File: config.mk
export PLATFORM = sky130hd
export DESIGN_NAME = sew_window
export DESIGN_NICKNAME = d
export VERILOG_FILES = /design/src/hw/rtl/sew_pkg.sv /design/src/hw/rtl/sew_window.sv
export SDC_FILE = /design/constraint.sdc
export NUM_CORES = 1
export LEC_CHECK = 0
export BUFFER_PORTS_ARGS = -buffer_cell sky130_fd_sc_hd__buf_4
export CAP_MARGIN = 30
export CORE_ASPECT_RATIO = 1.2
export CORE_MARGIN = 4
export CORE_UTILIZATION = 58
export DETAILED_ROUTE_END_ITERATION = 8
export PLACE_DENSITY = 0.86
export SLEW_MARGIN = 20
export SYNTH_ARGS = -nofsm -noshare
export SYNTH_HDL_FRONTEND = slang
export SYNTH_SLANG_ARGS = --single-unit
File: constraint.sdc
create_clock -name clk_i -period 10.6 [get_ports clk_i]
set_input_delay 2.12 -clock clk_i [delete_from_list [all_inputs] [get_ports clk_i]]
set_output_delay 2.12 -clock clk_i [all_outputs]
set_load 0.03 [all_outputs]
File: src/hw/rtl/sew_pkg.sv
package sew_pkg;

  // Frame geometry limits
  localparam int unsigned MaxWidth  = 1024;
  localparam int unsigned MaxHeight = 4096;
  localparam int unsigned ColW      = $clog2(MaxWidth);
  localparam int unsigned RowW      = $clog2(MaxHeight);

  // Register and data widths
  localparam int unsigned WidthRegW  = 11;
  localparam int unsigned HeightRegW = 13;
  localparam int unsigned ThreshW    = 8;
  localparam int unsigned CfgDataW   = 13;
  localparam int unsigned PixW       = 8;
  localparam int unsigned SumW       = 12;
  localparam int unsigned LineWordW  = 2 * PixW;

  // Register reset values
  localparam logic [WidthRegW-1:0]  WidthReset  = 11'd640;
  localparam logic [HeightRegW-1:0] HeightReset = 13'd480;
  localparam logic [16:0]           ThrSqReset  = 17'd22801; // (150 + 1)^2

  localparam logic signed [SumW-1:0] ScaleBias = 12'sd765;

  typedef enum logic [1:0] {
    REG_FRAME_WIDTH  = 2'd0,
    REG_FRAME_HEIGHT = 2'd1,
    REG_EDGE_THRESH  = 2'd2
  } sew_reg_e;

  typedef struct packed {
    logic [PixW-1:0] pixel;
    logic            flush;
  } sew_in_t;

  typedef struct packed {
    logic edge_res;
    logic last_of_frame;
  } sew_out_t;

  typedef struct packed {
    logic                we;
    logic [1:0]          idx;
    logic [CfgDataW-1:0] data;
  } sew_cfg_t;

  // Control word handed from the counters to the window stage
  typedef struct packed {
    logic            emit;
    logic            last;
    logic            border;
    logic [PixW-1:0] pix;
    logic [ColW-1:0] col;
  } sew_s1_t;

  // Gradient pair handed to the threshold stage
  typedef struct packed {
    logic            last;
    logic [PixW-1:0] x;
    logic [PixW-1:0] y;
  } sew_s2_t;

  // (sum + 765) / 8 truncated toward zero, low 8 bits kept
  function automatic logic [PixW-1:0] scale_sum(input logic signed [SumW-1:0] s);
    logic signed [SumW-1:0] v;
    logic [SumW-1:0]        mag;
    logic [SumW-1:0]        q;
    v = s + ScaleBias;
    if (v[SumW-1]) begin
      mag = SumW'(-v);
      q   = SumW'(0) - (mag >> 3);
    end else begin
      q = SumW'(v) >> 3;
    end
    return q[PixW-1:0];
  endfunction

endpackage

File: src/hw/rtl/sew_window.sv
module sew_window import sew_pkg::*; (
  input  logic                 clk_i,
  input  logic                 rst_ni,
  input  logic                 restart_i,
  input  logic                 s1_load_i,
  input  sew_s1_t              s1_i,
  output logic                 s1_free_o,
  input  logic [LineWordW-1:0] rd_data_i,
  output logic                 wr_en_o,
  output logic [ColW-1:0]      wr_addr_o,
  output logic [LineWordW-1:0] wr_data_o,
  input  logic                 s2_free_i,
  output logic                 s2_load_o,
  output sew_s2_t              s2_o
);

  logic            s1_valid_q;
  sew_s1_t         s1_q;
  logic [PixW-1:0] win_q [6];
  logic            go;
  logic [PixW-1:0] nt, nm, nb;

  logic signed [SumW-1:0] l0, l1, l2, m0, m2, r0, r1, r2;
  logic signed [SumW-1:0] sx, sy;

  assign go        = s1_valid_q && (!s1_q.emit || s2_free_i);
  assign s1_free_o = !s1_valid_q || go;

  // stage register; read data from the line store lines up with it
  always_ff @(posedge clk_i or negedge rst_ni) begin
    if (!rst_ni) begin
      s1_valid_q <= 1'b0;
    end else if (s1_free_o) begin
      s1_valid_q <= s1_load_i;
    end
  end

  always_ff @(posedge clk_i) begin
    if (s1_free_o && s1_load_i) begin
      s1_q <= s1_i;
    end
  end

  // new column: upper and middle rows from the line store, bottom is the pixel
  assign nt = rd_data_i[LineWordW-1:PixW];
  assign nm = rd_data_i[PixW-1:0];
  assign nb = s1_q.pix;

  assign l0 = $signed({4'b0, win_q[0]});
  assign l1 = $signed({4'b0, win_q[1]});
  assign l2 = $signed({4'b0, win_q[2]});
  assign m0 = $signed({4'b0, win_q[3]});
  assign m2 = $signed({4'b0, win_q[5]});
  assign r0 = $signed({4'b0, nt});
  assign r1 = $signed({4'b0, nm});
  assign r2 = $signed({4'b0, nb});

  // Sobel sums
  assign sx = (r0 - l0) + ((r1 - l1) <<< 1) + (r2 - l2);
  assign sy = (l0 + (m0 <<< 1) + r0) - (l2 + (m2 <<< 1) + r2);

  // border pixels pass the centre through as both gradients
  assign s2_load_o = go && s1_q.emit;
  assign s2_o.last = s1_q.last;
  assign s2_o.x    = s1_q.border ? win_q[4] : scale_sum(sx);
  assign s2_o.y    = s1_q.border ? win_q[4] : scale_sum(sy);

  // window shift; cleared at the end of a frame or on a geometry write
  always_ff @(posedge clk_i or negedge rst_ni) begin
    if (!rst_ni) begin
      for (int i = 0; i < 6; i++) begin
        win_q[i] <= '0;
      end
    end else if (restart_i || (go && s1_q.last)) begin
      for (int i = 0; i < 6; i++) begin
        win_q[i] <= '0;
      end
    end else if (go) begin
      win_q[0] <= win_q[3];
      win_q[1] <= win_q[4];
      win_q[2] <= win_q[5];
      win_q[3] <= nt;
      win_q[4] <= nm;
      win_q[5] <= nb;
    end
  end

  // line store write back: middle moves up, pixel becomes middle
  assign wr_en_o   = go && !s1_q.last;
  assign wr_addr_o = s1_q.col;
  assign wr_data_o = {nm, nb};

endmodule

==> flow_summary.toml <==
[timing]
worst_slew_pin_slew_ns = 0.876
setup-violations-final = 0
setup_tns_ns = 0
fmax_mhz = 105
finalHoldViolCount = 0
relSlewSlack_pct = 41.6
hold_ws_ns = 0.504
final_max_slew_viol_count = 0
final.period_utilization_pct = 89.9
rsz0062_at_grt = "false"
fin_crit_ns = 9.53
finClkSkew_ns = 0.00589

[final_layout]
areaGrowthSynthToFinish_pct = 15.0
fin_nets = 817
fill_cells = 807
layout-drive-gt1-share_pct = 18.6
diodes = 0

[floorplan]
die_w_um = 102
die_area_um2 = 12400
initial_core_util_pct = 59.2
coreArea_um2 = 10500
row_count = 41
chipHeight_um = 121
ios = 88

[clocking]
cts_tree = "built"
cts_max_level = 3
cts_root_buf = "clkbuf_16"
cts_resized = 0
clock_latency_ns = 0.34
hold_buffers = 0
clockBufferDepth = 2
post_cts_buffers = 0
cts.sinks = 70
cts-buffers-inserted = 9
clk_pin_slew_worst_paths_ns = 0.06

[critical_path]
critPathCaptureType = "output pin"
r2r-start = "s1_valid_q"
startpoint = "rd_data_i[10]"
crit_required_ns = 8.48
start_kind = "input port"
critPathMaxFanout = 5
critPathArrivalTime_ns = 7.41
crit_type = "in2out"

[synth]
synth_top_area_cell = "dfrtp_1"
postSynthAreaPerCell_um2 = 10.1
syn-instance-count = 614
ys_seq_area_share_pct = 30.0
netlist_top_cells_count = "120 x inv_1, 58 x ha_1, 49 x a22o_1, 49 x dfrtp_1, 45 x fa_1"
async_reset_ff_share_pct = 70.0
synth_seq_cells = 70
synth.most_common_cell = "inv_1"
synth_edf_count = 21
yosysWarnings = 0
synth_area_um2 = 6200
synth_top_area_share_pct = 19.8
synth_nets = 759
synth.top_cells.by_area = "dfrtp_1 20%, fa_1 15%, ha_1 12%"
netlist-cell-type-count = 58
synth_ff_type = "dfrtp_1"

[job]
maxCapViolCount = 0

[power]
intPower_uw = 888
p_switching_uw = 675
powerDensity_nw_per_um2 = 220
ir_worst_vdd_mv = 0.104
p_seq_share_pct = 19.1
leakage_nw = 3.42
p_clk_share_pct = 22.5
combinationalPowerShare_pct = 58.4
swShare_pct = 43.2
power_mw = 1.56

[place]
portBuffers = 87
place_congestion = 0.864
hpwl_um = 10300

[global_routing]
grt-ovfl-total = 0
antenna_found_initial = 0
grt_pass1_vias = 4763
grt_use_total_pct = 22.5
grt_max_degree = 50
grt_first_pass_wirelength_um = 21900

[route]
antenna_left = 0
routedWlPerCell_um = 16.2
drc = 0
routed-via-count = 4569
drtIter0Drc = 253
drt_wl_total_um = 13000
first_pass_iters = 4
viasPerCell = 5.67

[outcome]
status = "completed"

[min_path]
min_from = "l2[4]"
hold_class = "reg2reg"
==> critical path: stages <==
cell and delay (ns):
buf_4 0.10, inv_1 0.05, fa_1 0.53, inv_1 0.05, fa_1 0.48, inv_1 0.06, fa_1 0.54, inv_1 0.05
ha_1 0.25, fa_1 0.43, xor2_1 0.43, xor2_1 0.13, ha_1 0.26, nor4_2 0.37, or4b_1 0.49, mux2_2 0.29
o21a_1 0.18, o31ai_1 0.36, buf_4 0.24
==> placed cells by master (no fill, tap or decap), drive strengths merged, types with 3 or more instances in the layout <==
master  instances
inv           122
buf            89
ha             58
a22o           49
dfrtp          49
fa             45
a21oi          25
xnor2          22
o21ai          22
edfxtp         21
xor2           18
nand2          17
nor2           15
nand3          12
a21o           12
nand2b         11
clkbuf          9
o21a            8
or3             6
mux2            5
a21boi          5
a211oi          5
nor3            5
nor2b           4
o211ai          4
nand4           3
bufinv          3
==> cell families (layout without fill, tap and decap cells) <==
logic type      after synthesis  after routing  synth area share, %
flops                        70             70                 30.0
mux                           7              7                 1.23
buf+inv                     162            225                 11.5
simple gates                 89             89                 8.16
xor+xnor                     41             41                 6.14
fa+ha+maj                   103            103                 26.3
compound gates              142            142                 16.7
==> path summary, 6_finish.rpt <==
kind	slack [ns]	cells after the start	endpoint
max	1.07	19	s2_o[6]
min	0.50	1	l2[4]
max reg2reg	8.93	2	nb[0]
min reg2reg	0.50	1	l2[4]
max in group asynchronous	8.37	1	m0[5]
min in group asynchronous	1.80	1	m0[1]
==> power groups by stage <==
stage	Sequential, mW	Combinational [mW]	Clock, mW
2_1_floorplan	0.300	0.686	0
3_3_place_gp	0.303	0.860	0
3_5_place_dp	0.304	0.897	0
4_1_cts	0.299	0.906	0.357
5_1_grt	0.300	1.00	0.371
6_report	0.299	0.913	0.352
==> flip-flops by register name (all words and copies together) (netlist names), 2 cells and up <==
signal	flops
nb	8
l0	8
m2	8
l1	8
m0	8
win_q	8
s1_q	2
l2	8
wr_addr_o	10
==> metrics by stage <==
stage	worst slack, ns	utilization [%]	instances	instance area [µm²]
floorplan	1.30	-	614	6200
global placement	1.34	64.8	790	6780
detailed placement	1.23	64.8	790	6780
CTS	1.16	68.1	806	7120
global route	0.868	68.1	806	7120
finish	1.07	68.1	806	7120
==> area by class of cell <==
class,instances,area (µm²),area share [%]
inverter,120,450,6.32
multi-input combinational,382,3640,51.1
tap,129,161,2.27
clock buffer,9,225,3.16
clock inverter,7,120,1.69
timing repair buffer,89,668,9.38
sequential,70,1860,26.1
==> routing by layer <==
layer | share of wire, % | up-vias | global-route usage (%)
met3 | 5.4 | 23 | 3.68
met1 | 40 | 2241 | 28.1
met2 | 52 | 140 | 38.7
met4 | 2.2 | 0 | 9.11
met5 | 0 | - | 0
li1 | - | 2165 | -
(Power assumes the default switching activity.)
