`src/hw/rtl/sew_pkg.sv`:
```
package sew_pkg;

  // Frame geometry limits
  localparam int unsigned MaxWidth  = 1024;
  localparam int unsigned MaxHeight = 4096;
  localparam int unsigned ColW      = $clog2(MaxWidth);
  localparam int unsigned RowW      = $clog2(MaxHeight);

  // Register and data widths
  localparam int unsigned WidthRegW  = 11;
  localparam int unsigned HeightRegW = 13;
  localparam int unsigned ThreshW    = 8;
  localparam int unsigned CfgDataW   = 13;
  localparam int unsigned PixW       = 8;
  localparam int unsigned SumW       = 12;
  localparam int unsigned LineWordW  = 2 * PixW;

  // Register reset values
  localparam logic [WidthRegW-1:0]  WidthReset  = 11'd640;
  localparam logic [HeightRegW-1:0] HeightReset = 13'd480;
  localparam logic [16:0]           ThrSqReset  = 17'd22801; // (150 + 1)^2

  localparam logic signed [SumW-1:0] ScaleBias = 12'sd765;

  typedef enum logic [1:0] {
    REG_FRAME_WIDTH  = 2'd0,
    REG_FRAME_HEIGHT = 2'd1,
    REG_EDGE_THRESH  = 2'd2
  } sew_reg_e;

  typedef struct packed {
    logic [PixW-1:0] pixel;
    logic            flush;
  } sew_in_t;

  typedef struct packed {
    logic edge_res;
    logic last_of_frame;
  } sew_out_t;

  typedef struct packed {
    logic                we;
    logic [1:0]          idx;
    logic [CfgDataW-1:0] data;
  } sew_cfg_t;

  // Control word handed from the counters to the window stage
  typedef struct packed {
    logic            emit;
    logic            last;
    logic            border;
    logic [PixW-1:0] pix;
    logic [ColW-1:0] col;
  } sew_s1_t;

  // Gradient pair handed to the threshold stage
  typedef struct packed {
    logic            last;
    logic [PixW-1:0] x;
    logic [PixW-1:0] y;
  } sew_s2_t;

  // (sum + 765) / 8 truncated toward zero, low 8 bits kept
  function automatic logic [PixW-1:0] scale_sum(input logic signed [SumW-1:0] s);
    logic signed [SumW-1:0] v;
    logic [SumW-1:0]        mag;
    logic [SumW-1:0]        q;
    v = s + ScaleBias;
    if (v[SumW-1]) begin
      mag = SumW'(-v);
      q   = SumW'(0) - (mag >> 3);
    end else begin
      q = SumW'(v) >> 3;
    end
    return q[PixW-1:0];
  endfunction

endpackage

```
`src/hw/rtl/sew_ctrl.sv`:
```
module sew_ctrl import sew_pkg::*; (
  input  logic            clk_i,
  input  logic            rst_ni,
  input  sew_cfg_t        cfg_i,
  input  logic            in_valid_i,
  input  logic            in_ready_i,
  input  sew_in_t         in_word_i,
  output logic            restart_o,
  output logic            s1_load_o,
  output sew_s1_t         s1_o,
  output logic            rd_en_o,
  output logic [ColW-1:0] rd_addr_o
);

  logic [WidthRegW-1:0]  w_q, w_d;
  logic [HeightRegW-1:0] h_q, h_d;
  logic [ColW-1:0]       ci_q, ci_d;
  logic [RowW-1:0]       row_q, row_d;
  logic [ColW-1:0]       ocol_q, ocol_d;
  logic [RowW-1:0]       orow_q, orow_d;
  logic                  drain_q, drain_d;

  logic                  accept, active, emit, border, last;
  logic                  o_last_col, o_last_row, i_last_col, i_last_row;
  logic [WidthRegW-1:0]  wm1;
  logic [HeightRegW-1:0] hm1;
  logic [WidthRegW-1:0]  cfg_w;
  logic [HeightRegW-1:0] cfg_h;

  assign accept    = in_valid_i && in_ready_i;
  // a flush is only meaningful once the whole frame is in
  assign active    = drain_q || !in_word_i.flush;
  assign restart_o = cfg_i.we && (cfg_i.idx == REG_FRAME_WIDTH || cfg_i.idx == REG_FRAME_HEIGHT);

  assign wm1 = w_q - WidthRegW'(1);
  assign hm1 = h_q - HeightRegW'(1);

  // output position decode
  assign o_last_col = (WidthRegW'(ocol_q) == wm1);
  assign o_last_row = (HeightRegW'(orow_q) == hm1);
  assign border     = (orow_q == '0) || o_last_row || (ocol_q == '0) || o_last_col;
  assign last       = o_last_row && o_last_col;

  // input position decode
  assign i_last_col = (WidthRegW'(ci_q) == wm1);
  assign i_last_row = (HeightRegW'(row_q) == hm1);
  assign emit       = drain_q || (row_q >= RowW'(2)) || (row_q == RowW'(1) && ci_q != '0);

  // clamped geometry from the config word
  always_comb begin
    cfg_w = cfg_i.data[WidthRegW-1:0];
    if (cfg_w < WidthRegW'(3)) begin
      cfg_w = WidthRegW'(3);
    end else if (cfg_w > WidthRegW'(MaxWidth)) begin
      cfg_w = WidthRegW'(MaxWidth);
    end
    cfg_h = cfg_i.data[HeightRegW-1:0];
    if (cfg_h < HeightRegW'(3)) begin
      cfg_h = HeightRegW'(3);
    end else if (cfg_h > HeightRegW'(MaxHeight)) begin
      cfg_h = HeightRegW'(MaxHeight);
    end
  end

  // position counters
  always_comb begin
    w_d     = w_q;
    h_d     = h_q;
    ci_d    = ci_q;
    row_d   = row_q;
    ocol_d  = ocol_q;
    orow_d  = orow_q;
    drain_d = drain_q;
    if (restart_o) begin
      if (cfg_i.idx == REG_FRAME_WIDTH) begin
        w_d = cfg_w;
      end else begin
        h_d = cfg_h;
      end
      ci_d    = '0;
      row_d   = '0;
      ocol_d  = '0;
      orow_d  = '0;
      drain_d = 1'b0;
    end else if (accept && active) begin
      if (emit && last) begin
        ci_d    = '0;
        row_d   = '0;
        ocol_d  = '0;
        orow_d  = '0;
        drain_d = 1'b0;
      end else begin
        if (emit) begin
          if (o_last_col) begin
            ocol_d = '0;
            orow_d = orow_q + RowW'(1);
          end else begin
            ocol_d = ocol_q + ColW'(1);
          end
        end
        if (i_last_col) begin
          ci_d = '0;
          if (!drain_q) begin
            if (i_last_row) begin
              row_d   = '0;
              drain_d = 1'b1;
            end else begin
              row_d = row_q + RowW'(1);
            end
          end
        end else begin
          ci_d = ci_q + ColW'(1);
        end
      end
    end
  end

  always_ff @(posedge clk_i or negedge rst_ni) begin
    if (!rst_ni) begin
      w_q     <= WidthReset;
      h_q     <= HeightReset;
      ci_q    <= '0;
      row_q   <= '0;
      ocol_q  <= '0;
      orow_q  <= '0;
      drain_q <= 1'b0;
    end else begin
      w_q     <= w_d;
      h_q     <= h_d;
      ci_q    <= ci_d;
      row_q   <= row_d;
      ocol_q  <= ocol_d;
      orow_q  <= orow_d;
      drain_q <= drain_d;
    end
  end

  // word into the window stage; line stores read at the same column
  assign s1_load_o   = accept && active;
  assign s1_o.emit   = emit;
  assign s1_o.last   = emit && last;
  assign s1_o.border = border;
  assign s1_o.pix    = drain_q ? '0 : in_word_i.pixel;
  assign s1_o.col    = ci_q;
  assign rd_en_o     = accept && active;
  assign rd_addr_o   = ci_q;

endmodule

```
`config.mk`:
```
export PLATFORM = sky130hd
export DESIGN_NAME = sew_ctrl
export DESIGN_NICKNAME = d
export VERILOG_FILES = /design/src/hw/rtl/sew_pkg.sv /design/src/hw/rtl/sew_ctrl.sv
export SDC_FILE = /design/constraint.sdc
export NUM_CORES = 1
export LEC_CHECK = 0
export BUFFER_PORTS_ARGS = -buffer_cell sky130_fd_sc_hd__buf_2
export CAP_MARGIN = 20
export CORE_ASPECT_RATIO = 0.75
export CORE_MARGIN = 2
export CORE_UTILIZATION = 30
export DETAILED_ROUTE_END_ITERATION = 6
export PLACE_DENSITY_LB_ADDON = 0.15
export SETUP_SLACK_MARGIN = 0.15
export SKIP_CTS_REPAIR_TIMING = 1
export SLEW_MARGIN = 20
export SYNTH_ARGS = -nofsm -noshare
export SYNTH_HDL_FRONTEND = slang
export SYNTH_SLANG_ARGS = --single-unit
```
`constraint.sdc`:
```
create_clock -name clk_i -period 6.6 [get_ports clk_i]
set_input_delay 1.32 -clock clk_i [delete_from_list [all_inputs] [get_ports clk_i]]
set_output_delay 1.32 -clock clk_i [all_outputs]
set_load 0.01 [all_outputs]
```
==> results of run 1 <==
## cells in the mapped netlist (6+ instances only)
cell / n / area (sq um)
nand2_1: 69 / 259
dfrtp_1: 63 / 1580
nor2_1: 46 / 173
clkbuf_1: 44 / 165
nand3_1: 36 / 180
inv_1: 27 / 101
o21ai_0: 27 / 135
nor3_1: 26 / 130
xnor2_1: 26 / 228
xor2_1: 26 / 228
nand2b_1: 20 / 125
nor4_1: 20 / 125
nor2b_1: 16 / 100
nand4_1: 15 / 93.8
a21oi_1: 14 / 70.1
a22o_1: 13 / 114
buf_4: 13 / 97.6
ha_1: 11 / 138
or3_1: 10 / 62.6
or4_1: 9 / 67.6
a21o_1: 8 / 60.1
and3_1: 8 / 50.1
o311ai_0: 7 / 61.3
or2_2: 7 / 43.8
dfstp_2: 6 / 158
o31ai_1: 6 / 45.0
## layout make-up
cell class,count,area (sq um)
Clock buffer,9,225
Tap cell,242,303
Clock inverter,6,88.8
Multi-Input combinational cell,508,3320
Sequential cell,69,1730
Inverter,28,105
Timing Repair Buffer,65,333
Fill cell,1894,11700
## cell families after synthesis
| logic type | share of synthesized area [%] |
|---|---|
| simple gates | 30.6 |
| compound gates | 16.3 |
| buf+inv | 7.72 |
| flops | 31.7 |
| xor+xnor | 9.55 |
| fa+ha+maj | 2.70 |
| mux | 1.39 |
## how the worst max path moves through the flow
stage | from | to | slack [ns] | cells after the start
finish | w_q[0] | s1_o[19] | 1.64 | 9
global route | w_q[0] | s1_o[19] | 1.45 | 9
CTS | w_q[0] | s1_o[19] | 1.64 | 9
detailed placement | w_q[0] | s1_o[19] | 2.00 | 9
global placement | w_q[0] | s1_o[19] | 2.08 | 9
floorplan | w_q[0] | s1_o[19] | 2.43 | 9
## stage by stage
stage / setup slack, ns / hold WS, ns / area (sq um)
finish: 1.64 / 0.554 / 6110
global placement: 2.08 / 0.519 / 5790
detailed placement: 2.00 / 0.546 / 5790
global route: 1.45 / 0.601 / 6110
floorplan: 2.43 / 0.487 / 5480
CTS: 1.64 / 0.560 / 6110
## worst max-delay path, cell delays in order, from the launching register on
cell and delay [ns]:
dfrtp_1 0.47, inv_1 0.09, ha_1 0.25, or3b_1 0.44
or3_4 0.42, a311o_1 0.40, a2111oi_4 0.32, nand3_1 0.25
nor3_1 0.44, buf_2 0.22
## state kept, by name, indices dropped and copies added, names as in the netlist
signal     count
ocol_q        10
w_q           11
h_q           13
orow_q        12
rd_addr_o     10
row_q         12
drain_q        1
## routing by layer
layer	routed length (um)	up-vias	GRT usage, %
li1	-	2403	-
met1	9080	2361	28.8
met2	6230	174	23.6
met3	1120	13	3.76
met4	233	0	4.45
met5	0	-	0
## where the power goes
part | leakage [nW] | internal [W] | switching [W]
Clock | 0.147 | 0.000329 | 0.000194
Combinational | 1.51 | 0.000210 | 0.000268
Sequential | 0.875 | 0.000469 | 0.000117
==> flow_summary.ini, run 1 <==
[logic_synthesis]
ys_types = 74
yosysWarningCount = 0
ys_ff_latch = 69
synthCells = 671
synth-edff-count = 0
ys.flop_type = dfrtp_1
ys_seq_area_share_pct = 31.7
syn_avg_cell_area_sq_um = 8.16
async_reset_ff_share_pct = 100
synth_area_sq_um = 5480
syn_nets = 711

[finish]
areaGrowthSynthToFinish_pct = 11.5
fin_cells = 927
drive_gt1_share_pct = 15.8
final_cell_mix = nand2_1, dfrtp_1, buf_2
layout_commonest_cell = nand2_1
diodes = 0
fin_nets = 721
final_util_pct = 34.4

[global_route]
grt_pass1_vias = 4762
grt_use_total_pct = 17.9
grt_max_degree = 70
grt_pass1_wl_um = 27000
overflow = 0
grt_antenna_before_repair = 0

[route]
wl_per_cell_um = 18.0
final_antenna_net_count = 0
wl_um = 16700
avgViaCountPerCell = 5.34
route.detailed.drc = 0
vias = 4951
drtIter0Drc = 374
dr.pass1.iters = 5

[cts]
cts.clk_slew.worst_paths_ns = 0.06
cts_root_buffer = clkbuf_16
clockBufferDepth = 2
clock_latency_ns = 0.34
numCtsBuffers = 9
h-tree-depth = 3
cts_sinks = 69
cts_tree = done

[power]
power_w = 0.00159
power_density_nw_per_um2 = 260
ir_worst_vdd_mv = 0.102
p_leak_nw = 2.53

[place]
portBuffers = 62
gp_congestion = 0.895
dp_hpwl_um = 12900
dp.cells = 912

[sta]
clock_skew_ns = 0.00562
fin_crit_sh_pct = 75.2
finalSetupViolCount = 0
slew_violations = 0
setup-tns-final_ns = 0
rsz0062_at_grt = false
worst_slew_pin_slew_ns = 0.950
slew-limit-headroom_pct = 36.5
period_needed_ns = 4.96
hold_viol_final = 0
fmax_mhz = 201

[hold_path]
hold_depth = 2
hp-class = reg2reg
hp-start = h_q[1]
hold_path_end = h_q[1]

[critical_path]
crit_arrival_ns = 3.64
critical_path.max_fanout = 9
critPathKind = reg2out
endpoint_kind = primary output
crit_required_ns = 5.28
reg2reg_slack_ns = 2.46
reg2reg_to = row_q[4]
ff2ff_path_depth = 8
timing.rr.start = h_q[4]
critPathLaunchType = register

[floorplanning]
fp.coreArea_sq_um = 17800
die_y_um = 121
core.rowCount = 42
die_x_um = 160
die_area_sq_um = 19400
start_util_pct = 30.8
ios = 63

[run_status]
status = finished, final reports clean

[run]
drv_cap = 0
Note: power is estimated with default switching activity, not from simulation.
==> run 2, diff against run 1 <==
Settings changed: ABC_AREA set to 1.
Clock period 6.6 ns to 4.99 ns, I/O delays scaled along.
==> run 2 against run 1 <==
Compared with the run above:
- sequential power is 29% higher
- synthesized area hardly changed
- highest routed layer unchanged
- total power is 48% higher
- wire length is 8.5% higher
- critical path type unchanged
- via count is 12% higher
==> flow_summary.ini, run 2 <==
[global_route]
grt_pass1_vias = 4958
grt_use_total_pct = 19.3
grt_pass1_wl_um = 28500
overflow = 0
grt_max_degree = 42
grt_antenna_before_repair = 0
use_met1_pct = 31.6
grtUsageMet3_pct = 4.10
grt_most_used_layer = met1
use_met2_pct = 25.0

[sta]
worst_slew_pin_slew_ns = 0.584
finalSetupViolCount = 0
fin_crit_sh_pct = 72.8
fmax_mhz = 275
slew-limit-headroom_pct = 60.9
period_needed_ns = 3.63
slew_violations = 0
clock_skew_ns = 0.0112
setup-tns-final_ns = 0
rsz0062_at_grt = false
hold_viol_final = 0

[logic_synthesis]
syn_nets = 877
synth-edff-count = 0
synthCells = 837
synth_area_sq_um = 5470
synth.top_cell.area_share_pct = 28.8
netlist_top_cells_area = dfrtp_1, nand2_1, nand3_1, inv_1, nor2_1
yosysWarningCount = 0
syn_avg_cell_area_sq_um = 6.54
ys.flop_type = dfrtp_1
async_reset_ff_share_pct = 100
synth.most_common_cell = nand2_1
ys_types = 41
yosys-top-cells-count = nand2_1, inv_1, nor2_1, nand3_1, dfrtp_1
ys_ff_latch = 69
ys_seq_area_share_pct = 31.7
yosysTopAreaCell = dfrtp_1

[floorplanning]
start_util_pct = 30.8
die_y_um = 121
ios = 63
die_x_um = 160
die_area_sq_um = 19400
core.rowCount = 42
fp.coreArea_sq_um = 17800

[hold_path]
hp-start = ocol_q[9]
hold_path_end = ocol_q[9]
hold_depth = 1
hp-class = reg2reg

[critical_path]
crit_arrival_ns = 2.63
critPathKind = reg2out
critical_path.max_fanout = 7
reg2reg_to = orow_q[6]
endpoint_kind = primary output
path_delay_family = simple AND/OR/NAND/NOR gates
critPathLaunchType = register
cp_num_buf_inv = 2
worstPathCellList = inv_1, ha_1, nand3_2, nor2_1, nor2_1, nor2_1, nand2_1, nor2_1, nand2_1, nor3_4, and3_1, buf_2
max_stage_delay_ns = 0.42
timing.rr.start = w_q[0]
ff2ff_path_depth = 15
cp_common_cell = nor2_1
reg2reg_slack_ns = 2.14
crit_required_ns = 3.99
critPathSlowestCell = dfrtp_1

[finish]
design_area_sq_um = 6270
fin_cells = 1137
final_cell_mix = nand2_1, inv_1, nor2_1
diodes = 0
areaGrowthSynthToFinish_pct = 14.6
drive_gt1_share_pct = 14.7
layout_commonest_cell = nand2_1
reg.largest.list = h_q: 13 flops, orow_q: 12 flops, row_q: 12 flops
regMostFlops = h_q
fin_nets = 930
largest_register_ffs = 13

[route]
route.detailed.drc = 0
avgViaCountPerCell = 4.86
wl_per_cell_um = 15.9
wl_um = 18100
drtIter0Drc = 614
vias = 5527
dr.pass1.iters = 5
final_antenna_net_count = 0

[cts]
h-tree-depth = 3
cts_root_buffer = clkbuf_16
clock_latency_ns = 0.36
cts.clk_slew.worst_paths_ns = 0.07
cts_sinks = 69
numCtsBuffers = 9
cts_tree = done
clockBufferDepth = 2

[run_status]
status = finished, final reports clean

[place]
gp_congestion = 0.967
dpl_cell_area_sq_um = 5940
portBuffers = 62
dp_hpwl_um = 14400
dp.cells = 1121

[power]
power_density_nw_per_um2 = 373
ir_worst_vdd_mv = 0.158
p_leak_nw = 3.20

[run]
drv_cap = 0
==> run 2: cell types whose count changed in the layout (fill, tap and decap cells not counted), sizes merged, moves of 10 or more <==
| cell | before | now |
|---|---|---|
| nand2 | 69 | 245 |
| o22ai | 2 | 18 |
| nor4 | 21 | 6 |
| xnor2 | 26 | 3 |
| nor2b | 16 | 0 |
| nand3 | 36 | 105 |
| or3 | 11 | 0 |
| or4 | 10 | 0 |
| a22o | 13 | 0 |
| nand2b | 20 | 1 |
| inv | 27 | 122 |
| nor2 | 47 | 120 |
==> run 2: layer usage <==
layer | vias up | wire length (um)
li1 | 2783 | -
met1 | 2512 | 10000
met2 | 222 | 6500
met3 | 10 | 1390
met4 | 0 | 154
met5 | - | 0
==> run 2: cells by family (layout without fill, tap and decap cells) <==
kind of cell | Yosys count | count (layout) | synth area share [%]
xor gates and xnor gates | 22 | 22 | 3.52
buffers and inverters | 143 | 201 | 11.4
and+or+nand+nor | 527 | 527 | 43.6
adders and majority gates | 11 | 11 | 2.51
DFF | 69 | 69 | 31.7
AOI/OAI and AO/OA | 65 | 65 | 7.34
==> run 2: cell type report <==
type / count / area (sq um)
Multi-Input combinational cell: 625 / 3120
Timing Repair Buffer: 66 / 343
Clock inverter: 7 / 105
Inverter: 119 / 447
Sequential cell: 69 / 1730
Clock buffer: 9 / 225
Fill cell: 1973 / 11500
Tap cell: 242 / 303
==> run 2: worst max-delay path by stage <==
stage	cells after the start	start	slack [ns]	endpoint
2_1_floorplan	13	w_q[0]	2.11	s1_o[19]
3_3_place_gp	12	w_q[0]	1.76	s1_o[19]
3_5_place_dp	12	w_q[0]	1.72	s1_o[19]
4_1_cts	12	w_q[0]	1.33	s1_o[19]
5_1_grt	12	w_q[0]	1.09	s1_o[19]
6_report	12	w_q[0]	1.36	s1_o[19]
==> run 2: through the flow <==
step | total power (W) | hold slack, ns | worst slack [ns] | util [%]
3_3_place_gp | 0.00162 | 0.508 | 1.76 | 33.5
5_1_grt | 0.00250 | 0.558 | 1.09 | 35.3
4_1_cts | 0.00235 | 0.526 | 1.33 | 35.3
6_report | 0.00234 | 0.525 | 1.36 | 35.3
3_5_place_dp | 0.00161 | 0.517 | 1.72 | 33.5
2_1_floorplan | 0.00136 | 0.462 | 2.11 | -
==> run 2: worst register-to-register path: cells and delay by family, from the launching register on <==
family,cells,cell delay (ns)
buffers and inverters,2,0.26
DFF,1,0.42
AOI/OAI and AO/OA,2,0.51
adders and majority gates,1,0.38
and+or+nand+nor,10,1.18
==> run 2: power breakdown <==
part	switching (W)	total, W	internal (W)
Sequential	0.000121	0.000756	0.000635
Clock	0.000287	0.000733	0.000446
Combinational	0.000565	0.000852	0.000287
