File: src/hw/rtl/sew_pkg.sv
package sew_pkg;

  // Frame geometry limits
  localparam int unsigned MaxWidth  = 1024;
  localparam int unsigned MaxHeight = 4096;
  localparam int unsigned ColW      = $clog2(MaxWidth);
  localparam int unsigned RowW      = $clog2(MaxHeight);

  // Register and data widths
  localparam int unsigned WidthRegW  = 11;
  localparam int unsigned HeightRegW = 13;
  localparam int unsigned ThreshW    = 8;
  localparam int unsigned CfgDataW   = 13;
  localparam int unsigned PixW       = 8;
  localparam int unsigned SumW       = 12;
  localparam int unsigned LineWordW  = 2 * PixW;

  // Register reset values
  localparam logic [WidthRegW-1:0]  WidthReset  = 11'd640;
  localparam logic [HeightRegW-1:0] HeightReset = 13'd480;
  localparam logic [16:0]           ThrSqReset  = 17'd22801; // (150 + 1)^2

  localparam logic signed [SumW-1:0] ScaleBias = 12'sd765;

  typedef enum logic [1:0] {
    REG_FRAME_WIDTH  = 2'd0,
    REG_FRAME_HEIGHT = 2'd1,
    REG_EDGE_THRESH  = 2'd2
  } sew_reg_e;

  typedef struct packed {
    logic [PixW-1:0] pixel;
    logic            flush;
  } sew_in_t;

  typedef struct packed {
    logic edge_res;
    logic last_of_frame;
  } sew_out_t;

  typedef struct packed {
    logic                we;
    logic [1:0]          idx;
    logic [CfgDataW-1:0] data;
  } sew_cfg_t;

  // Control word handed from the counters to the window stage
  typedef struct packed {
    logic            emit;
    logic            last;
    logic            border;
    logic [PixW-1:0] pix;
    logic [ColW-1:0] col;
  } sew_s1_t;

  // Gradient pair handed to the threshold stage
  typedef struct packed {
    logic            last;
    logic [PixW-1:0] x;
    logic [PixW-1:0] y;
  } sew_s2_t;

  // (sum + 765) / 8 truncated toward zero, low 8 bits kept
  function automatic logic [PixW-1:0] scale_sum(input logic signed [SumW-1:0] s);
    logic signed [SumW-1:0] v;
    logic [SumW-1:0]        mag;
    logic [SumW-1:0]        q;
    v = s + ScaleBias;
    if (v[SumW-1]) begin
      mag = SumW'(-v);
      q   = SumW'(0) - (mag >> 3);
    end else begin
      q = SumW'(v) >> 3;
    end
    return q[PixW-1:0];
  endfunction

endpackage

File: src/hw/rtl/sew_decide.sv
module sew_decide import sew_pkg::*; (
  input  logic     clk_i,
  input  logic     rst_ni,
  input  sew_cfg_t cfg_i,
  input  logic     s2_load_i,
  input  sew_s2_t  s2_i,
  output logic     s2_free_o,
  output logic     out_valid_o,
  input  logic     out_ready_i,
  output sew_out_t out_word_o
);

  logic        s2_valid_q;
  sew_s2_t     s2_q;
  logic        o_valid_q;
  sew_out_t    o_q;
  logic [16:0] thr_sq_q, thr_sq_d;
  logic        never_q, never_d;
  logic [8:0]  t1;
  logic        o_free, s2_go, is_edge;
  logic [15:0] xx, yy;
  logic [16:0] mag_sq;

  // threshold kept as (threshold + 1)^2; 255 can never be exceeded
  assign t1       = {1'b0, cfg_i.data[ThreshW-1:0]} + 9'd1;
  assign thr_sq_d = 17'(t1) * 17'(t1);
  assign never_d  = (cfg_i.data[ThreshW-1:0] == 8'hFF);

  always_ff @(posedge clk_i or negedge rst_ni) begin
    if (!rst_ni) begin
      thr_sq_q <= ThrSqReset;
      never_q  <= 1'b0;
    end else if (cfg_i.we && cfg_i.idx == REG_EDGE_THRESH) begin
      thr_sq_q <= thr_sq_d;
      never_q  <= never_d;
    end
  end

  // handshake between gradient stage and output register
  assign o_free    = !o_valid_q || out_ready_i;
  assign s2_go     = s2_valid_q && o_free;
  assign s2_free_o = !s2_valid_q || s2_go;

  always_ff @(posedge clk_i or negedge rst_ni) begin
    if (!rst_ni) begin
      s2_valid_q <= 1'b0;
      o_valid_q  <= 1'b0;
    end else begin
      if (s2_free_o) begin
        s2_valid_q <= s2_load_i;
      end
      if (o_free) begin
        o_valid_q <= s2_go;
      end
    end
  end

  always_ff @(posedge clk_i) begin
    if (s2_free_o && s2_load_i) begin
      s2_q <= s2_i;
    end
  end

  // squared magnitude against the squared threshold
  assign xx      = {8'b0, s2_q.x} * {8'b0, s2_q.x};
  assign yy      = {8'b0, s2_q.y} * {8'b0, s2_q.y};
  assign mag_sq  = {1'b0, xx} + {1'b0, yy};
  assign is_edge = !never_q && (mag_sq >= thr_sq_q);

  always_ff @(posedge clk_i) begin
    if (s2_go) begin
      o_q.edge_res      <= is_edge;
      o_q.last_of_frame <= s2_q.last;
    end
  end

  assign out_valid_o = o_valid_q;
  assign out_word_o  = o_q;

endmodule

File: config.mk
export PLATFORM = sky130hd
export DESIGN_NAME = sew_decide
export DESIGN_NICKNAME = d
export VERILOG_FILES = /design/src/hw/rtl/sew_pkg.sv /design/src/hw/rtl/sew_decide.sv
export SDC_FILE = /design/constraint.sdc
export NUM_CORES = 1
export LEC_CHECK = 0
export CAP_MARGIN = 10
export CORE_AREA = 2 2 106 108
export CTS_CLUSTER_SIZE = 28
export DETAILED_ROUTE_END_ITERATION = 7
export DIE_AREA = 0 0 108 110
export DONT_BUFFER_PORTS = 1
export GPL_TIMING_DRIVEN = 0
export HOLD_SLACK_MARGIN = 0.12
export PLACE_DENSITY = 0.85
export SYNTH_ARGS = -nofsm -noshare
export SYNTH_HDL_FRONTEND = slang
export SYNTH_SLANG_ARGS = --single-unit
File: constraint.sdc
create_clock -name clk_i -period 9.3 [get_ports clk_i]
set_input_delay 0.93 -clock clk_i [delete_from_list [all_inputs] [get_ports clk_i]]
set_output_delay 0.93 -clock clk_i [all_outputs]
set_load 0.02 [all_outputs]
==> results of run 1 <==
==> worst register-to-register path, stage by stage (launching register included) <==
cell and delay, ps:
edfxtp_1 540, inv_1 180, nor2_1 280, fa_1 490, fa_1 450, fa_1 510, fa_1 530, fa_1 540
inv_1 50, fa_1 520, inv_1 40, ha_1 390, a21o_1 210, a21o_1 210, nor4_1 230, a21oi_1 140
xnor2_1 150, ha_1 290, a211oi_1 260, o21ai_0 180, a211oi_1 250, a21oi_1 130
==> cells by family after synthesis <==
logic type               after synthesis
adder cells (fa/ha/maj)              218
buffers and inverters                189
AND/OR/NAND/NOR                      188
AO/OA/AOI/OAI                        111
flip-flops                            38
XOR/XNOR                              33
multiplexers                           4
other                                  2
==> state kept, by name, indices dropped and copies added (netlist names) <==
| name | cells |
|---|---|
| never_q | 1 |
| out_valid_o | 1 |
| out_word_o | 2 |
| s2_q | 17 |
| s2_valid_q | 1 |
| thr_sq_q | 16 |
==> placed cells by master (no fill, tap or decap), types with 3 or more instances in the layout <==
cell type and count:
a211oi_1 10, a31oi_1 3, a21oi_1 26, nand3_1 11
dfstp_2 6, nor2_1 41, ha_1 107, and3_1 7
xor2_1 11, conb_1 5, fa_1 111, dfrtp_1 13
o21a_1 5, or2_2 8, nand2b_1 8, and2b_1 3
inv_1 176, xnor2_1 21, clkbuf_8 5, and2_1 38
edfxtp_1 19, nor2b_1 9, nand2_1 43, clkbuf_1 12
mux2i_1 3, o21ai_0 30, nand4_1 6, nor3_1 4
a21o_1 15
==> layout make-up <==
type	instances	area, um^2
Tap cell	140	175
Fill cell	793	3060
Sequential cell	38	1050
Buffer	13	50.0
Clock inverter	3	20.0
Clock buffer	5	68.8
Inverter	176	661
Multi-Input combinational cell	559	5610
==> through the flow <==
stage                     setup WS (ps)  std cells  util [%]
after floorplan                    3110        786         -
final                              2470        934      71.4
after global placement             2670        926      70.6
after global routing               2050        934      71.4
after CTS                          2460        934      71.4
after detailed placement           2510        926      70.6
==> path summary, 6_finish.rpt <==
check | startpoint | to | slack [ps] | cells after the start
worst max-delay path | s2_q[5] | out_word_o[1] | 2470 | 21
worst min-delay path | rst_ni | s2_valid_q | 300 | 0
worst max register to register | s2_q[5] | out_word_o[1] | 2470 | 21
worst min register to register | s2_q[16] | out_word_o[0] | 440 | 0
max in group asynchronous | rst_ni | thr_sq_q[14] | 8820 | 0
min in group clk_i | s2_q[16] | out_word_o[0] | 440 | 0
==> routing by layer <==
layer / track usage (%) / wire length (um) / vias up
li1: - / - / 2507
met1: 33.9 / 6020 / 2651
met2: 45.6 / 7010 / 105
met3: 3.00 / 461 / 22
met4: 6.14 / 225 / 0
met5: 0 / 0 / -
==> impl_metrics.tcl, run 1 <==
set metrics [dict create \
    status "finished clean" \
    drt_pre_antenna_iters 5 \
    whs_ps 304 \
    cts_tree "built" \
    htree_levels 2 \
    grt_max_degree 20 \
    synth_ff_type "edfxtp_1" \
    finalMaxSlewViolations 0 \
    tns_ps 0 \
    dr_total_vias 5285 \
    io_pins 41 \
    track_usage_pct 25.6 \
    cts_setup_buffers 0 \
    gp_congestion 0.880 \
    initial_core_util_pct 68.9 \
    worstMarginPinSlew_ps 855 \
    cp.required_ps 9350 \
    synth_compound_area_share_pct 9.83 \
    crit_family "adder cells" \
    drt_iter0_drc 303 \
    drv_cap 0 \
    cts_resized 0 \
    clk_latency_ps 310 \
    critical_path.cell_chain "inv_1 -> nor2_1 -> fa_1 -> fa_1 -> fa_1 -> fa_1 -> fa_1 -> inv_1 -> fa_1 -> inv_1 -> ha_1 -> a21o_1 -> a21o_1 -> nor4_1 -> a21oi_1 -> xnor2_1 -> ha_1 -> a211oi_1 -> o21ai_0 -> a211oi_1 -> a21oi_1" \
    skew_ps 5.75 \
    rows 38 \
    critPathMaxFanout 8 \
    synthesis.area_mm2 0.00737 \
    min_period_ps 6830 \
    postPlaceCellArea_mm2 0.00755 \
    async_reset_ff_share_pct 50.0 \
    critPathKind "reg2reg" \
    rsz0062_at_grt "no" \
    yosysWarningCount 0 \
    cts.sinks 38 \
    yosysSeqAreaShare_pct 14.3 \
    synth_top_family_by_area "adder cells" \
    cts_buffers 5 \
    synth_mux_area_share_pct 0.560 \
    core_mm2 0.0107 \
    cts_hold_buf 0 \
    syn-mean-instance-area_um2 9.41 \
    cts_root_buffer "clkbuf_8" \
    wl_per_cell_um 14.7 \
    fmax_mhz 146 \
    synth_top_area_share_pct 30.2 \
    synth_cells 783 \
    hold_class "in2async" \
    die_h_um 110 \
    yosysTopAreaCell "fa_1" \
    antenna_cells 0 \
    synth_most_common_cell "inv_1" \
    die_area_mm2 0.0119 \
    worstSetupEndpointType "register" \
    setup_violations 0 \
    synthAdderAreaFrac_pct 48.3 \
    nets 1048 \
    cp_data_arrival_time_ps 6880 \
    io_buffers 0 \
    hold_viol_final 0 \
    cp_common_cell "fa_1" \
    synth_area_leaders "fa_1 (30%), ha_1 (18%), inv_1 (9.0%), edfxtp_1 (7.7%), dfrtp_1 (4.4%)" \
    crit_path_start_kind "register" \
    clock_path_buffers 2 \
    ys_ff_latch 38 \
    crit_slowest_cell "edfxtp_1" \
    layout-drive-gt1-share_pct 3.78 \
    synth.distinct_cells 53 \
    period_share_pct 73.4 \
    synth_edf_count 19 \
    drc 0 \
    hpwlAfterDp_mm 11.5 \
    design_area_mm2 0.00764 \
    die_w_um 108 \
    grt_pass1_vias 5568 \
    via_per_inst 5.66 \
    grt_pass1_wl_mm 24.2 \
    postRouteAntennaNets 0 \
    grt-ovfl-total 0 \
    synthXorXnorAreaFrac_pct 4.03 \
    slowest_delay_ps 540 \
    synthTopCellsByCount "inv_1 (176), fa_1 (111), ha_1 (107)" \
    antenna_found_initial 0 \
    clk_pin_slew_worst_paths_ps 90 \
    synthSimpleGateAreaFrac_pct 13.2 \
    routed_wl_mm 13.7 \
    slew_headroom_pct 42.6 \
    area_growth_pct 3.74 \
    path_buf_inv 3 \
]
Power of run 1 is left out: the tool's default activity adds up to more than one toggle a clock period on the data nets, which glitch-free logic cannot reach.
==> run 2: changes to the inputs <==
- CORE_AREA: 2 2 106 108 -> 2 2 108 110
- DIE_AREA: 0 0 108 110 -> 0 0 110 112
- PLACE_DENSITY: 0.85 -> 0.82
- clock period: 9.3 -> 6.4 ns (I/O delays scaled with it)
==> run 2 against run 1 <==
Effect of this change:
- the run now ends with negative setup slack left
- core utilization grew 2.4 points
- non-clock buffer count grew 34
- final cell count grew 4.0%
- design area grew 7.9%
- die area grew 3.7%
- routed wire length grew 23%
- critical path type unchanged
- critical endpoint unchanged
- highest routed layer unchanged
==> impl_metrics.tcl, run 2 (synthesis gave the netlist of run 1 again) <==
set metrics [dict create \
    status "finished, violations left" \
    violations "negative setup slack" \
    setup_ws_ps -136 \
    io_buffers 0 \
    gp_congestion 0.866 \
    cts_buffers 5 \
    die_w_um 110 \
    io_pins 41 \
    drv_cap 0 \
    cp.required_ps 6430 \
    via_per_inst 5.78 \
    nets 1082 \
    postRouteAntennaNets 0 \
    grt_pass1_wl_mm 27.0 \
    antenna_found_initial 0 \
    postPlaceCellArea_mm2 0.00756 \
    skew_ps 5.70 \
    hpwlAfterDp_mm 12.1 \
    slew_headroom_pct 42.0 \
    hold_viol_final 0 \
    cp_common_cell "fa_1" \
    crit_path_start_kind "register" \
    r2r-end "out_word_o[1]" \
    crit_slowest_cell "fa_1" \
    nFillCells 721 \
    area_growth_pct 12.0 \
    cts_root_buffer "clkbuf_16" \
    dp.cells 929 \
    largest-register "s2_q" \
    timing.rr.start "s2_q[4]" \
    track_usage_pct 27.8 \
    design_area_mm2 0.00825 \
    drt_pre_antenna_iters 5 \
    final_cells 971 \
    hold_class "in2async" \
    cp_data_arrival_time_ps 6570 \
    min_period_ps 6540 \
    setup_violations 1 \
    critPathKind "reg2reg" \
    worstMarginPinSlew_ps 871 \
    critical_path.cell_chain "buf_4 -> and2_1 -> ha_1 -> or2_2 -> fa_1 -> fa_1 -> fa_1 -> fa_1 -> inv_1 -> fa_1 -> inv_1 -> ha_4 -> o21a_1 -> o31a_1 -> o311ai_4 -> a21oi_2 -> xnor2_1 -> ha_2 -> o21ai_2 -> o21a_1 -> o21ai_2 -> a211oi_2 -> a21oi_2" \
    die_area_mm2 0.0123 \
    rows 39 \
    final_common_cell "inv_1" \
    crit_family "adder cells" \
    clk_pin_slew_worst_paths_ps 70 \
    layout_common_cells "inv_1 (171), fa_1 (106), ha_1 (97)" \
    htree_levels 2 \
    clock_path_buffers 2 \
    layout-drive-gt1-share_pct 13.4 \
    die_h_um 112 \
    cts.sinks 38 \
    largest_reg_flops 17 \
    core_mm2 0.0112 \
    grt_pass1_vias 5999 \
    routed_wl_mm 16.9 \
    fmax_mhz 153 \
    grt_max_degree 18 \
    path_buf_inv 3 \
    dpl_worst_slack_ps -437 \
    clk_latency_ps 290 \
    reg2reg_slack_ps -140 \
    period_share_pct 102 \
    antenna_cells 0 \
    drt_iter0_drc 438 \
    worstSetupEndpointType "register" \
    rsz0062_at_grt "yes" \
    wl_per_cell_um 17.4 \
    grt-ovfl-total 0 \
    finalMaxSlewViolations 0 \
    worstSetupPathDepth 23 \
    dr_total_vias 5610 \
    critPathMaxFanout 5 \
    initial_core_util_pct 65.9 \
    slowest_delay_ps 560 \
    drc 0 \
    cts_tree "built" \
    reg2reg_depth 23 \
]
## run 2: changes by cell type in the layout (fill, tap and decap cells not counted), sizes merged
| cell | change |
|---|---|
| buf | +35 |
| clkinv | -1 |
| dlygate4sd3 | +1 |
| inv | -1 |
## run 2: worst max path at each step
stage	startpoint	end
after global placement	s2_q[5]	out_word_o[1]
final	s2_q[4]	out_word_o[1]
after CTS	s2_q[13]	out_word_o[1]
after detailed placement	s2_q[13]	out_word_o[1]
after global routing	s2_q[5]	out_word_o[1]
after floorplan	s2_q[5]	out_word_o[1]
## run 2: worst reg2reg max path, stage by stage, from the launching register on
cell and delay [ps]:
edfxtp_1 460, buf_4 200, and2_1 180, ha_1 180, or2_2 310, fa_1 530, fa_1 430, fa_1 490
fa_1 560, inv_1 70, fa_1 540, inv_1 70, ha_4 260, o21a_1 110, o31a_1 150, o311ai_4 420
a21oi_2 130, xnor2_1 200, ha_2 320, o21ai_2 120, o21a_1 150, o21ai_2 80, a211oi_2 230, a21oi_2 100
## run 2: what timing repair did
item,CTS,global route
pin swaps,18,35
endpoints found under the hold margin,13,0
hold buffers,1,0
buffers inserted,26,10
resized for setup,26,37
endpoints found under the setup margin,1,1
## run 2: final cells by class
| cell class | count | area, um^2 | area share (%) |
|---|---|---|---|
| sequential | 38 | 1050 | 12.8 |
| clock inverter | 1 | 8.76 | 0.106 |
| buffer | 10 | 41.3 | 0.501 |
| clock buffer | 7 | 175 | 2.12 |
| tap | 143 | 179 | 2.17 |
| timing repair buffer | 37 | 288 | 3.49 |
| inverter | 176 | 661 | 8.01 |
| multi-input combinational | 559 | 5840 | 70.8 |
## run 2: routing by layer
layer / GRT usage, % / wire (um) / vias up
li1: - / - / 2576
met1: 35.8 / 6830 / 2829
met2: 48.9 / 8950 / 174
met3: 4.10 / 706 / 31
met4: 6.92 / 395 / 0
met5: 0 / 0 / -
## run 2: per-stage QoR
stage | TNS [ps] | hold slack [ps] | util [%]
floorplan | 0 | 344 | -
global placement | -227 | 345 | 67.6
detailed placement | -437 | 345 | 67.6
CTS | 0 | 180 | 72.0
global route | -345 | 172 | 73.8
finish | -136 | 180 | 73.8
Power of run 2 is left out for the same reason.
==> run 3: changes to the inputs <==
- CORE_AREA: 2 2 108 110 -> 2 2 119 121
- DIE_AREA: 0 0 110 112 -> 0 0 121 123
- PLACE_DENSITY: 0.82 -> 0.7
==> run 3 against run 2 <==
Effect of this change:
- clock-buffer cell count decreased by 1
- hold slack improved by 16 ps
- die area rose by 21%
- setup slack improved by 160 ps
- non-clock buffer count down 11
- global-route usage shrank 6.9 points
- register-to-register slack improved by 160 ps
- clock skew increased by 1.4 ps
- sequential cell count did not move
- largest cell class unchanged
- the flow now finishes without violations
- first-iteration DRC count fell by 48%
- highest routed layer unchanged
- core utilization decreased by 15 points
- sequential share of layout area increased by 0.31 points
==> impl_metrics.tcl, run 3 (synthesis gave the netlist of run 1 again) <==
set metrics [dict create \
    layout_common_cells "inv_1 (176), fa_1 (111), ha_1 (100)" \
    critPathKind "reg2reg" \
    cts.sinks 38 \
    multi_input_area_mm2 0.00573 \
    hold_viol_final 0 \
    io_pins 41 \
    nFillCells 1142 \
    antenna_found_initial 0 \
    layout-drive-gt1-share_pct 9.18 \
    worstSetupEndpointType "register" \
    grt-ovfl-total 0 \
    fin_util_pct 59.2 \
    cts_tree "built" \
    drt_pre_antenna_iters 4 \
    die_h_um 123 \
    rows 43 \
    initial_core_util_pct 54.1 \
    min_period_ps 6370 \
    reg2reg_depth 23 \
    routed_wl_mm 14.4 \
    clk_pin_slew_worst_paths_ps 60 \
    grt_pass1_vias 5697 \
    hold_class "in2async" \
    setup_violations 0 \
    track_usage_pct 20.9 \
    timing.rr.start "s2_q[3]" \
    use_met1_pct 28.1 \
    postRouteAntennaNets 0 \
    io_buffers 0 \
    grt_max_degree 18 \
    area_growth_pct 9.36 \
    reg2reg_slack_ps 30 \
    fmax_mhz 157 \
    crit_path_start_kind "register" \
    grt_pass1_wl_mm 25.2 \
    drc 0 \
    grt_use_met3_pct 3.14 \
    cts_root_buffer "clkbuf_16" \
    wl_per_cell_um 14.4 \
    rsz0062_at_grt "yes" \
    cp_data_arrival_time_ps 6400 \
    status "finished clean" \
    antenna_cells 0 \
    drv_cap 0 \
    period_share_pct 99.6 \
    final_common_cell "inv_1" \
    largest-register "s2_q" \
    drt_iter0_drc 228 \
    critPathMaxFanout 5 \
    clk_latency_ps 290 \
    dr_total_vias 5306 \
    die_area_mm2 0.0149 \
    nets 1071 \
    seq_area_mm2 0.00105 \
    gr-max-usage-layer "met2" \
    cp.required_ps 6430 \
    clock_path_buffers 2 \
    grtUsageMet2_pct 36.6 \
    worstMarginPinSlew_ps 886 \
    core_mm2 0.0136 \
    slew_headroom_pct 40.9 \
    gp_congestion 0.857 \
    die_w_um 121 \
    finalMaxSlewViolations 0 \
    hpwlAfterDp_mm 11.8 \
    r2r-end "out_word_o[1]" \
    via_per_inst 5.32 \
    cts_buffers 5 \
    largest_reg_flops 17 \
    htree_levels 2 \
    skew_ps 7.11 \
]
## run 3: worst max path at each step
stage	start	to	slack (ps)
2_1_floorplan	s2_q[5]	out_word_o[1]	210
6_report	s2_q[3]	out_word_o[1]	30
4_1_cts	s2_q[12]	out_word_o[1]	5
5_1_grt	s2_q[12]	out_word_o[1]	-240
3_5_place_dp	s2_q[5]	out_word_o[1]	-410
3_3_place_gp	s2_q[5]	out_word_o[1]	-280
## run 3: area by class of cell
class | instances | share of cell area [%]
inverter | 176 | 8.20
multi-input combinational | 559 | 71.1
timing repair buffer | 25 | 2.41
buffer | 11 | 0.528
sequential | 38 | 13.1
clock inverter | 2 | 0.155
tap | 180 | 2.80
clock buffer | 6 | 1.72
## run 3: routing by layer
layer | share of wire, % | vias to the layer above
met5 | 0 | -
met4 | 1.0 | 0
met3 | 3.7 | 15
met2 | 50 | 88
met1 | 45 | 2655
li1 | - | 2548
## run 3: what timing repair did
| item | in CTS | in global routing |
|---|---|---|
| hold endpoints to repair | 13 | 0 |
| hold buffers | 1 | 0 |
| pin swaps | 14 | 6 |
| gates resized for setup | 18 | 13 |
| buffers inserted | 19 | 5 |
| endpoints found under the setup margin | 1 | 1 |
## run 3: critical path, cell delays in order, from the launching register on
cell	delay (ps)
edfxtp_1	470
buf_4	200
and2_1	140
ha_1	290
a21o_1	200
fa_1	410
fa_1	570
fa_1	450
fa_1	550
inv_1	60
fa_1	520
inv_1	60
ha_4	240
o21a_1	180
o31a_1	140
o311ai_4	410
buf_4	190
a21o_1	120
a211oi_2	60
ha_2	180
a211oi_2	260
o21ai_2	120
a211oi_2	200
a21oi_2	80
## run 3: metrics by stage
step	hold WS [ps]	instances	setup WS [ps]	setup TNS, ps	instance area, um^2
2_1_floorplan	344	786	206	0	7380
3_3_place_gp	345	966	-282	-282	7600
3_5_place_dp	345	966	-413	-413	7600
4_1_cts	186	992	4.70	0	7960
5_1_grt	180	997	-243	-243	8060
6_report	196	997	27.3	0	8060
Power of run 3 is left out for the same reason.
